[config.mk]
export PLATFORM = sky130hd
export DESIGN_NAME = epoch_resync_report_queue
export DESIGN_NICKNAME = d
export VERILOG_FILES = /design/src/rtl/core/erq_pkg.sv /design/src/rtl/core/erq_store.sv /design/src/rtl/core/erq_ctrl.sv /design/src/rtl/core/epoch_resync_report_queue.sv
export VERILOG_INCLUDE_DIRS = /design/src /design/src/rtl/core
export SDC_FILE = /design/constraint.sdc
export NUM_CORES = 2
export LEC_CHECK = 0
export BUFFER_PORTS_ARGS = -buffer_cell sky130_fd_sc_hd__buf_2
export CAP_MARGIN = 30
export CORE_MARGIN = 2
export CORE_UTILIZATION = 63
export CTS_BUF_LIST = sky130_fd_sc_hd__clkbuf_4 sky130_fd_sc_hd__clkbuf_8
export DETAILED_ROUTE_END_ITERATION = 10
export PLACE_DENSITY = 0.9
export SLEW_MARGIN = 20
export SYNTH_ARGS = -nofsm -noshare
export SYNTH_HDL_FRONTEND = slang
export SYNTH_SLANG_ARGS = --single-unit
[constraint.sdc]
create_clock -name clk -period 18.4 [get_ports clk]
set_input_delay 0.92 -clock clk [delete_from_list [all_inputs] [get_ports clk]]
set_output_delay 0.92 -clock clk [all_outputs]
set_load 0.03 [all_outputs]
[src/rtl/core/epoch_resync_report_queue_macros.svh]
// Assertion macros for the report queue
`ifndef EPOCH_RESYNC_REPORT_QUEUE_MACROS_SVH
`define EPOCH_RESYNC_REPORT_QUEUE_MACROS_SVH

`ifndef SYNTH
`define ERQ_ASSERT_IMPL(label, ante, cons, msg) \
	label: assert property (@(posedge clk) disable iff (!arst_n) (ante) |-> (cons)) \
		else $error(msg);
`define ERQ_ASSERT_NEXT(label, ante, cons, msg) \
	label: assert property (@(posedge clk) disable iff (!arst_n) (ante) |=> (cons)) \
		else $error(msg);
`else
`define ERQ_ASSERT_IMPL(label, ante, cons, msg)
`define ERQ_ASSERT_NEXT(label, ante, cons, msg)
`endif

`endif

[src/rtl/core/erq_pkg.sv]
`default_nettype none
package erq_pkg;

	localparam int QUEUE_DEPTH = 8;
	localparam int PTR_W       = $clog2(QUEUE_DEPTH);
	localparam int CNT_W       = $clog2(QUEUE_DEPTH + 1);
	localparam int SUM_W       = CNT_W + 1;

	localparam logic [2:0] ACT_PUBLISH   = 3'd0;
	localparam logic [2:0] ACT_SRC_RESET = 3'd1;
	localparam logic [2:0] ACT_RESYNC    = 3'd2;
	localparam logic [2:0] ACT_SET_ACT   = 3'd3;
	localparam logic [2:0] ACT_POP       = 3'd4;
	localparam logic [2:0] ACT_ACK       = 3'd5;
	localparam logic [2:0] ACT_TAKE_WAKE = 3'd6;

	typedef struct packed {
		logic [2:0]  action;
		logic [63:0] key_state;
		logic [31:0] epoch;
		logic        active_flag;
	} erq_cmd_t;

	typedef struct packed {
		logic        ok;
		logic [63:0] item_state;
		logic [31:0] item_epoch;
		logic [31:0] item_sequence;
		logic        wake_req;
		logic [63:0] latest_state;
		logic [3:0]  queue_count;
		logic [31:0] stale_count;
		logic [31:0] ovf_total;
	} erq_rsp_t;

	typedef struct packed {
		logic [63:0] keys;
		logic [31:0] epoch;
		logic [31:0] seq;
	} erq_entry_t;

	typedef struct packed {
		logic             en;
		logic [PTR_W-1:0] slot;
		erq_entry_t       entry;
	} erq_wr_t;

endpackage
`default_nettype wire

[src/rtl/core/erq_store.sv]
`default_nettype none
module erq_store (
	input  wire logic                    clk,
	input  wire erq_pkg::erq_wr_t        wr_a,
	input  wire erq_pkg::erq_wr_t        wr_b,
	input  wire logic [erq_pkg::PTR_W-1:0] rd_slot,
	output erq_pkg::erq_entry_t          rd_entry
);
	import erq_pkg::*;

	erq_entry_t entries_q [QUEUE_DEPTH];

	always_ff @(posedge clk) begin
		if (wr_a.en) begin
			entries_q[wr_a.slot] <= wr_a.entry;
		end
		if (wr_b.en) begin
			entries_q[wr_b.slot] <= wr_b.entry;
		end
	end

	assign rd_entry = entries_q[rd_slot];

endmodule
`default_nettype wire

[src/rtl/core/erq_ctrl.sv]
`default_nettype none
module erq_ctrl (
	input  wire logic                      clk,
	input  wire logic                      arst_n,
	input  wire logic                      vld,
	input  wire erq_pkg::erq_cmd_t         cmd,
	input  wire erq_pkg::erq_entry_t       rd_entry,
	output logic [erq_pkg::PTR_W-1:0]      rd_slot,
	output erq_pkg::erq_wr_t               wr_a,
	output erq_pkg::erq_wr_t               wr_b,
	output erq_pkg::erq_rsp_t              rsp_d
);
	import erq_pkg::*;

	logic [PTR_W-1:0] rp_q, n_rp;
	logic [CNT_W-1:0] cnt_q, n_cnt;
	logic [31:0]      ep_q, n_ep;
	logic [63:0]      last_q, n_last;
	logic             wake_q, n_wake;
	logic             act_q, n_act;
	logic [31:0]      seq_q, n_seq;
	logic [31:0]      stale_q, n_stale;
	logic [31:0]      ovf_q, n_ovf;

	logic             do_resync, app_a, app_b, restart, ok;
	logic [63:0]      rs_keys;
	logic [SUM_W-1:0] tail_sum;
	logic [PTR_W-1:0] tail_slot;
	erq_entry_t       item;

	assign rd_slot   = rp_q;
	assign tail_sum  = SUM_W'(rp_q) + SUM_W'(cnt_q);
	assign tail_slot = (tail_sum >= SUM_W'(QUEUE_DEPTH)) ?
		PTR_W'(tail_sum - SUM_W'(QUEUE_DEPTH)) : PTR_W'(tail_sum);

	always_comb begin
		n_rp      = rp_q;
		n_cnt     = cnt_q;
		n_ep      = ep_q;
		n_last    = last_q;
		n_wake    = wake_q;
		n_act     = act_q;
		n_seq     = seq_q;
		n_stale   = stale_q;
		n_ovf     = ovf_q;
		do_resync = 1'b0;
		app_a     = 1'b0;
		app_b     = 1'b0;
		rs_keys   = last_q;
		ok        = 1'b0;
		item      = '0;
		restart   = 1'b0;
		wr_a      = '0;
		wr_b      = '0;

		unique case (cmd.action)
			ACT_PUBLISH: begin
				if (cmd.epoch < ep_q) begin
					n_stale = stale_q + 32'd1;
				end else begin
					restart = cmd.epoch > ep_q;
					if (restart) begin
						n_ep      = cmd.epoch;
						n_last    = '0;
						n_wake    = 1'b0;
						n_rp      = '0;
						n_cnt     = '0;
						do_resync = act_q;
						rs_keys   = '0;
					end
					if (cmd.key_state != n_last) begin
						if (|(cmd.key_state & ~n_last)) begin
							n_wake = 1'b1;
						end
						n_last = cmd.key_state;
						if (act_q) begin
							priority if (restart) begin
								app_b = 1'b1;
							end else if (cnt_q >= CNT_W'(QUEUE_DEPTH)) begin
								n_ovf     = ovf_q + 32'd1;
								do_resync = 1'b1;
								rs_keys   = cmd.key_state;
							end else begin
								app_a = 1'b1;
							end
						end
					end
				end
			end
			ACT_SRC_RESET: begin
				if (cmd.epoch < ep_q) begin
					n_stale = stale_q + 32'd1;
				end else begin
					n_ep      = cmd.epoch;
					n_last    = '0;
					n_wake    = 1'b0;
					n_rp      = '0;
					n_cnt     = '0;
					do_resync = act_q;
					rs_keys   = '0;
				end
			end
			ACT_RESYNC: begin
				do_resync = act_q;
			end
			ACT_SET_ACT: begin
				if (act_q != cmd.active_flag) begin
					n_act     = cmd.active_flag;
					n_rp      = '0;
					n_cnt     = '0;
					do_resync = cmd.active_flag;
				end
			end
			ACT_POP: begin
				if (cnt_q != '0) begin
					ok    = 1'b1;
					item  = rd_entry;
					n_rp  = (rp_q == PTR_W'(QUEUE_DEPTH - 1)) ? '0 : rp_q + PTR_W'(1);
					n_cnt = cnt_q - CNT_W'(1);
				end
			end
			ACT_ACK: begin
				if (wake_q && cnt_q == '0 && cmd.epoch == ep_q &&
				    cmd.key_state == last_q) begin
					n_wake = 1'b0;
					ok     = 1'b1;
				end
			end
			ACT_TAKE_WAKE: begin
				ok     = wake_q;
				n_wake = 1'b0;
			end
			default: begin
			end
		endcase

		// rebuild queue: released entry, then held keys if any
		if (do_resync) begin
			n_rp             = '0;
			wr_a.en          = 1'b1;
			wr_a.slot        = '0;
			wr_a.entry.keys  = '0;
			wr_a.entry.epoch = n_ep;
			wr_a.entry.seq   = seq_q;
			if (rs_keys != '0) begin
				wr_b.en          = 1'b1;
				wr_b.slot        = PTR_W'(1);
				wr_b.entry.keys  = rs_keys;
				wr_b.entry.epoch = n_ep;
				wr_b.entry.seq   = seq_q + 32'd1;
				n_cnt            = CNT_W'(2);
				n_seq            = seq_q + 32'd2;
			end else begin
				n_cnt = CNT_W'(1);
				n_seq = seq_q + 32'd1;
			end
		end
		if (app_b) begin
			wr_b.en          = 1'b1;
			wr_b.slot        = PTR_W'(1);
			wr_b.entry.keys  = cmd.key_state;
			wr_b.entry.epoch = n_ep;
			wr_b.entry.seq   = seq_q + 32'd1;
			n_cnt            = CNT_W'(2);
			n_seq            = seq_q + 32'd2;
		end
		if (app_a) begin
			wr_a.en          = 1'b1;
			wr_a.slot        = tail_slot;
			wr_a.entry.keys  = cmd.key_state;
			wr_a.entry.epoch = n_ep;
			wr_a.entry.seq   = seq_q;
			n_cnt            = cnt_q + CNT_W'(1);
			n_seq            = seq_q + 32'd1;
		end

		wr_a.en = wr_a.en & vld;
		wr_b.en = wr_b.en & vld;

		rsp_d.ok             = ok;
		rsp_d.item_state     = item.keys;
		rsp_d.item_epoch     = item.epoch;
		rsp_d.item_sequence  = item.seq;
		rsp_d.wake_req       = n_wake;
		rsp_d.latest_state   = n_last;
		rsp_d.queue_count    = 4'(n_cnt);
		rsp_d.stale_count    = n_stale;
		rsp_d.ovf_total      = n_ovf;
	end

	always_ff @(posedge clk or negedge arst_n) begin
		if (!arst_n) begin
			rp_q    <= '0;
			cnt_q   <= '0;
			ep_q    <= '0;
			last_q  <= '0;
			wake_q  <= 1'b0;
			act_q   <= 1'b0;
			seq_q   <= 32'd1;
			stale_q <= '0;
			ovf_q   <= '0;
		end else if (vld) begin
			rp_q    <= n_rp;
			cnt_q   <= n_cnt;
			ep_q    <= n_ep;
			last_q  <= n_last;
			wake_q  <= n_wake;
			act_q   <= n_act;
			seq_q   <= n_seq;
			stale_q <= n_stale;
			ovf_q   <= n_ovf;
		end
	end

endmodule
`default_nettype wire

[src/rtl/core/epoch_resync_report_queue.sv]
// Ring queue of keyboard-state reports stamped with epoch and sequence.
// Command channel: cmd is taken at a rising edge with start high and busy
// low. busy stays low: a command is taken in every cycle.
// Result channel: one result per command, shown on rsp for exactly one cycle
// with done high. The receiver cannot stall; results must be taken as shown.
// Path: the accepting edge loads the input register; decode and state update
// are combinational into the result register, whose loading edge raises done.
// Throughput: one command per cycle, as the state update between the input
// and result registers is combinational.
// Each command updates the queue and counters once; a resync or an epoch
// restart writes up to two entries in the same cycle.
// Reset (arst_n low) empties the queue, clears epoch, held keys, wake and
// host-active flags and both counters, and sets the sequence counter to one.
`default_nettype none
`include "epoch_resync_report_queue_macros.svh"
module epoch_resync_report_queue (
	input  wire logic              clk,
	input  wire logic              arst_n,
	input  wire logic              start,
	output logic                   busy,
	input  wire erq_pkg::erq_cmd_t cmd,
	output logic                   done,
	output erq_pkg::erq_rsp_t      rsp
);
	import erq_pkg::*;

	logic             valid_s1;
	erq_cmd_t         cmd_s1;
	erq_rsp_t         rsp_d;
	erq_entry_t       rd_entry;
	erq_wr_t          wr_a, wr_b;
	logic [PTR_W-1:0] rd_slot;

	assign busy = 1'b0;

	always_ff @(posedge clk or negedge arst_n) begin
		if (!arst_n) begin
			valid_s1 <= 1'b0;
			done     <= 1'b0;
		end else begin
			valid_s1 <= start && !busy;
			done     <= valid_s1;
		end
	end

	always_ff @(posedge clk) begin
		if (start && !busy) begin
			cmd_s1 <= cmd;
		end
		if (valid_s1) begin
			rsp <= rsp_d;
		end
	end

	erq_ctrl u_ctrl (
		.clk      (clk),
		.arst_n   (arst_n),
		.vld      (valid_s1),
		.cmd      (cmd_s1),
		.rd_entry (rd_entry),
		.rd_slot  (rd_slot),
		.wr_a     (wr_a),
		.wr_b     (wr_b),
		.rsp_d    (rsp_d)
	);

	erq_store u_store (
		.clk      (clk),
		.wr_a     (wr_a),
		.wr_b     (wr_b),
		.rd_slot  (rd_slot),
		.rd_entry (rd_entry)
	);

	`ERQ_ASSERT_IMPL(a_done_follows_start, done, $past(start && !busy, 2), "result without command")
	`ERQ_ASSERT_IMPL(a_count_bound, done, rsp.queue_count <= 4'(QUEUE_DEPTH), "queue count over depth")
	`ERQ_ASSERT_IMPL(a_item_zero, done && !rsp.ok, rsp.item_state == '0 && rsp.item_sequence == '0, "item set without ok")
	`ERQ_ASSERT_NEXT(a_dual_write_slots, wr_a.en && wr_b.en, $past(wr_a.slot) != $past(wr_b.slot), "write slot clash")

endmodule
`default_nettype wire
Word-level counts from Yosys, hierarchy flattened
Memory sizes are Yosys's and may differ from the RTL's. A register that Yosys moved wholly into a read port is not among the register bits.
Index checks and enable logic that the tools add are counted.
{ "op_classes": {"magnitude_cmp": 4, "n_mux": 87, "reduce_logical": 16, "n_addsub": 9, "n_bitwise": 4, "eq_ne": 16} }
{ "op_table": {"columns": ["cell", "count"], "rows": [
  ["64-bit two-way mux", 11],
  ["132-bit two-way mux", 5],
  ["32-bit two-way mux", 15],
  ["64-bit one-hot mux with 2 select lines", 2],
  ["32-bit by 1-bit adder with 32-bit output (second input constant)", 3],
  ["64-bit AND", 1],
  ["64-bit equality test", 1],
  ["64-bit inequality test", 1],
  ["64-bit NOT", 1],
  ["32-bit one-hot mux with 2 select lines", 1],
  ["64-bit nonzero test", 1],
  ["64-bit OR reduction", 1],
  ["32-bit by 2-bit adder with 32-bit output (second input constant)", 1],
  ["32-bit equality test", 1],
  ["32-bit greater-than comparator", 1],
  ["32-bit less-than comparator", 1],
  ["4-bit two-way mux", 8],
  ["1-bit two-way mux", 31],
  ["3-bit two-way mux", 8],
  ["4-bit one-hot mux with 4 select lines", 1],
  ["3-bit equality test (second input constant)", 4],
  ["3-bit one-hot mux with 4 select lines", 1],
  ["3-bit by 1-bit inequality test with 1-bit output (second input constant)", 3],
  ["1-bit one-hot mux with 4 select lines", 2],
  ["25 further kinds", 31]
]} }
{ "word_totals": {"input_bits": 103, "elab_cells": 158, "ramBits": 1024, "output_inout_bits": 264, "mem_count": 1, "register_bits": 437} }
{ "mem_list": {"columns": ["memory", "depth", "word_bits", "rd", "rd_clocked_by_memory_dff", "write_ports", "line_no", "source"], "rows": [
  ["u_store.entries_q", 8, 128, 1, 1, 2, "erq_store.sv:11", "erq_entry_t entries_q [QUEUE_DEPTH];"]
]} }

Depth between registers and ports, before layout
{ "depth": {"depth_word": 15, "depth_mapped": 25, "ltp_nobuf": 20} }

By module
Synthesis repeated with hierarchy kept, for this count alone.
{ "hier_totals": {"cells_unflattened": 5080, "area_unflattened_um2": 79201.0} }
{ "by_module_without_submodules": {"columns": ["mod", "cells_each", "area_per_inst_um2", "seq_area_each_um2", "n_inst"], "rows": [
  ["erq_store", 2637, 50602.3, 30749.5, 1],
  ["erq_ctrl", 2077, 17666.9, 5031.1, 1],
  ["epoch_resync_report_queue", 366, 10931.7, 10920.5, 1]
]} }

Worst setup path after synthesis
OpenSTA, ideal clock, no wires.
{ "synth_path": {"path_type": "register to register", "start": "register valid_s1", "end": "memory u_store.entries_q[1][0] (netlist name) (enable)", "stages_incl_launch_ff": 5, "path_buffers": 3, "setup_ps": 811, "period_less_slack_ps": 16782, "path_slack_ps": 1618, "required_time_ps": 17589, "arrival_ps": 15972, "cell_sequence": "dfrtp_1 clkbuf_1 clkbuf_1 clkbuf_1 a21boi_0"} }
{ "synth_rtl": {"columns": ["item", "line_no", "source"], "rows": [
  ["start, declared", "epoch_resync_report_queue.sv:27", "logic valid_s1;"],
  ["start signal, assigned", "epoch_resync_report_queue.sv:41", "valid_s1 <= start && !busy;"],
  ["end, declared", "erq_store.sv:11", null]
]} }

==> results by group <==
Timing
  • Period utilisation layout: 0.4337
  • Slew of the pin with the lowest slew margin: 1072 ps
  • Endpoints failing setup: 0
  • Hold slack final: 159.9 ps
  • Fin. Hold Viols: 0
  • Fin Setup TNS: 0 ps
  • Max transition margin: 0.2851
  • Period minus WS final: 7980 ps
  • RSZ-0062 raised after global routing: no
  • Final Max Slew Viols: 0
  • Final Skew: 66.87 ps
  • Fmax: 125.3 MHz

Layout
  • Share of post-route cells with drive strength above 1: 0.2595
  • Final Util: 0.7155
  • Layout area overhead: 12.56%
  • NumNets Final: 4,724
  • Fillers: 6,105

Yosys
  • Compound-cell area share of the yosys netlist: 0.03960
  • Yosys warns: 0
  • Simple-Gate Fraction of Synth Area: 0.07435
  • Yosys cell types: 91
  • Cell Area, Synth: 67,010 um2
  • Synth cell count leaders: 1,386 x edfxtp_1, 270 x nand2_1, 256 x mux4_2
  • Synth Area in Adders: 0.02009
  • Area leader, netlist: edfxtp_1
  • Syn nets: 4,286
  • Seq/Total Area, Yosys: 0.6969
  • Synth area leaders: edfxtp_1 62%, mux4_2 8.6%, dfrtp_1 7.5%
  • Share of synthesized registers carrying an async set or reset: 0.1278
  • Largest family of logic cells by synthesized area: multiplexers
  • Multiplexer share of the synthesized area: 0.1226
  • Mapped Avg Cell Area: 16.44 um2
  • Most frequent cell after synthesis: edfxtp_1
  • #FFs+latches synth: 1,589
  • Top cell type's share of synthesized area: 0.6211
  • Ys flop type: edfxtp_1
  • Syn Inst Count: 4,076
  • Number of synthesized flops with an enable pin: 1,386
  • XOR/XNOR share of the synthesized area: 0.02810

Die
  • Die area: 109,000 um2
  • Die height: 330.1 um
  • Die width: 330.1 um
  • Initial core utilization: 0.6357
  • Boundary pin count: 367
  • Row cnt: 119
  • Core Region: 105,400 um2

Power and ir drop
  • Total power: 0.009015 W
  • Total leakage power: 27.90 nW
  • Maximum vdd ir drop: 0.1031 mV
  • Pwr Density: 119.5 nW/um2

Critical path
  • Critical path's slowest cell: buf_4
  • Crit-path max FO: 83
  • Critical path class: reg -> reg
  • Startpoint types: flip-flop
  • CP endpoint kind: flip-flop
  • Crit path DAT: 8490 ps
  • Cell Chain, Critical Path: ha_1 > nand2_1 > nor4_4 > nand4_1 > o31ai_4 > buf_4 > nand2_1 > ha_1 > nand4_1 > nor4_1 > nand4_1 > nand2_1 > nor2_1 > and4b_4 > buf_4 > nand3_1 > nor3_2 > buf_4 > buf_4
  • Critical Path Max Stage Delay: 870 ps
  • CP required: 18,910 ps
  • Crit path top cell by count: buf_4

Global route
  • GR Overflow Total: 0
  • Initial antenna violation count: 15
  • Global Route Usage Sum: 0.3157
  • Vias in the first global route: 40.36k
  • Largest net degree at the start of global routing: 165
  • First-pass GRT wire length: 252,900 um

Routing
  • DRC viols: 34
  • Drt pass-1 iters: 9
  • Initial DRC Count: 5,408
  • Final wirelength: 171,000 um
  • Vias: 39.85k
  • ANT nets after route: 0
  • Via-to-Cell Ratio: 6.516
  • Routed len/inst: 27.96 um

Clock network
  • CTS Buffer Depth: 3
  • Cts bufs inserted: 235
  • CTS root buffer: clkbuf_8
  • # H-tree levels: 4
  • Clock Sinks: 1,589
  • CTS tree: yes
  • CTS resizes: 0
  • Skew-Pair Late Insertion Delay: 950 ps
  • Clock transition at the registers of the reported paths: 60 ps

Placed design
  • Final HPWL DP: 105,000 um
  • Gpl congestion: 0.9881
  • Port Buffers: 365

Run
  • Max-cap violation count: 0

Hold path
  • Worst hold path class: in -> reg

Outcome
  • Outcome: finished, violations left
  • Violated checks: design-rule violations
[layer usage]
metal | global-route usage | wire, um | vias up
li1 | - | - | 16680
met1 | 0.4245 | 63120 | 20110
met2 | 0.4958 | 81850 | 2589
met3 | 0.07489 | 18080 | 461
met4 | 0.1471 | 7826 | 16
met5 | 0 | 115 | -
[path summary, 6_finish.rpt]
| path | endpoint | cells past startpoint | startpoint | slack (ps) |
|---|---|---|---|---|
| max | u_store.entries_q[4][18] | 19 | cmd_s1[20] | 10420 |
| min | cmd_s1[27] | 1 | cmd[27] | 160 |
| max reg2reg | u_store.entries_q[4][18] | 19 | cmd_s1[20] | 10420 |
| min reg2reg | u_ctrl.ovf_q[31] | 1 | u_ctrl.ovf_q[31] | 500 |
| max in group asynchronous | u_ctrl.last_q[48] | 3 | arst_n | 16460 |
| min in group asynchronous | u_ctrl.stale_q[24] | 2 | arst_n | 610 |
[critical path: cells and delay by family (launching register included)]
family / cells / cell delay [ps]
AND/OR/NAND/NOR: 12 / 3260
flip-flops: 1 / 430
adder cells (fa/ha/maj): 2 / 640
AO/OA/AOI/OAI: 1 / 170
buffers and inverters: 4 / 2910
[stage by stage]
step	area (um2)	std cells	setup WS, ps
2_1_floorplan	67010	4076	1618
3_3_place_gp	70270	5658	10620
3_5_place_dp	70300	5659	10470
4_1_cts	75220	6103	10420
5_1_grt	75420	6113	9964
6_report	75430	6116	10420
[where the power goes]
part / internal [W] / switching [W] / leakage, nW / total, W
Clock: 0.00157 / 0.00135 / 2.63 / 0.00292
Sequential: 0.00419 / 0.000313 / 16.8 / 0.00450
Combinational: 0.000597 / 0.000991 / 8.47 / 0.00159
[cell type report]
cell class	count	area, um2	area share
clock inverter	98	715.7	0.009488
clock buffer	345	4198	0.05565
timing repair buffer	424	2530	0.03354
sequential	1589	46720	0.6193
antenna	5	12.51	0.0001659
inverter	82	307.8	0.004081
tap	1391	1740	0.02307
multi-input combinational	2182	19210	0.2547
[timing repair]
| action | in CTS | in global routing |
|---|---|---|
| hold buffers | 1 | 0 |
| setup buffers | 0 | 0 |
| endpoints found under the hold margin | 6 | 0 |
[sequential cells by signal (all words and copies together), names as in the netlist]
signal,cells
u_store.entries_q,1024
rsp,262
cmd_s1,100
u_ctrl.last_q,64
u_ctrl.ep_q,32
u_ctrl.ovf_q,32
u_ctrl.seq_q,32
u_ctrl.stale_q,32
u_ctrl.cnt_q,4
u_ctrl.rd_slot,3
done,1
u_ctrl.act_q,1
u_ctrl.wake_q,1
valid_s1,1
[placed cells by master, fill, tap and decap left out, drive strengths merged, types with 3 or more instances in the layout]
| cell | n |
|---|---|
| edfxtp | 1386 |
| buf | 423 |
| clkbuf | 345 |
| nand2 | 271 |
| mux4 | 256 |
| nor2 | 212 |
| dfrtp | 202 |
| and2 | 182 |
| xnor2 | 151 |
| mux2i | 139 |
| a22o | 125 |
| a21oi | 118 |
| ha | 106 |
| mux2 | 94 |
| inv | 90 |
| nand3 | 81 |
| clkinv | 81 |
| nand4 | 76 |
| nor4 | 66 |
| xor2 | 64 |
| o21ai | 64 |
| nor3 | 37 |
| and3 | 27 |
| o31ai | 11 |
| and4 | 10 |
| o211ai | 9 |
| o22ai | 8 |
| bufinv | 7 |
| a21o | 6 |
| diode | 5 |
| nand2b | 5 |
| a221oi | 5 |
| or2 | 5 |
| or3 | 4 |
| a21boi | 4 |
| a31oi | 3 |
| nor3b | 3 |
| o2bb2ai | 3 |
| o21bai | 3 |
| a22oi | 3 |
[cell families (layout without fill, tap and decap cells)]
kind of cell,after synthesis,after routing
DFF,1589,1589
and+or+nand+nor,988,988
muxes,489,489
AOI/OAI and AO/OA,382,382
buffers and inverters,305,949
xor gates and xnor gates,215,215
adders and majority gates,107,107
other,1,6
No activity file was read; power rests on OpenSTA's default activity.
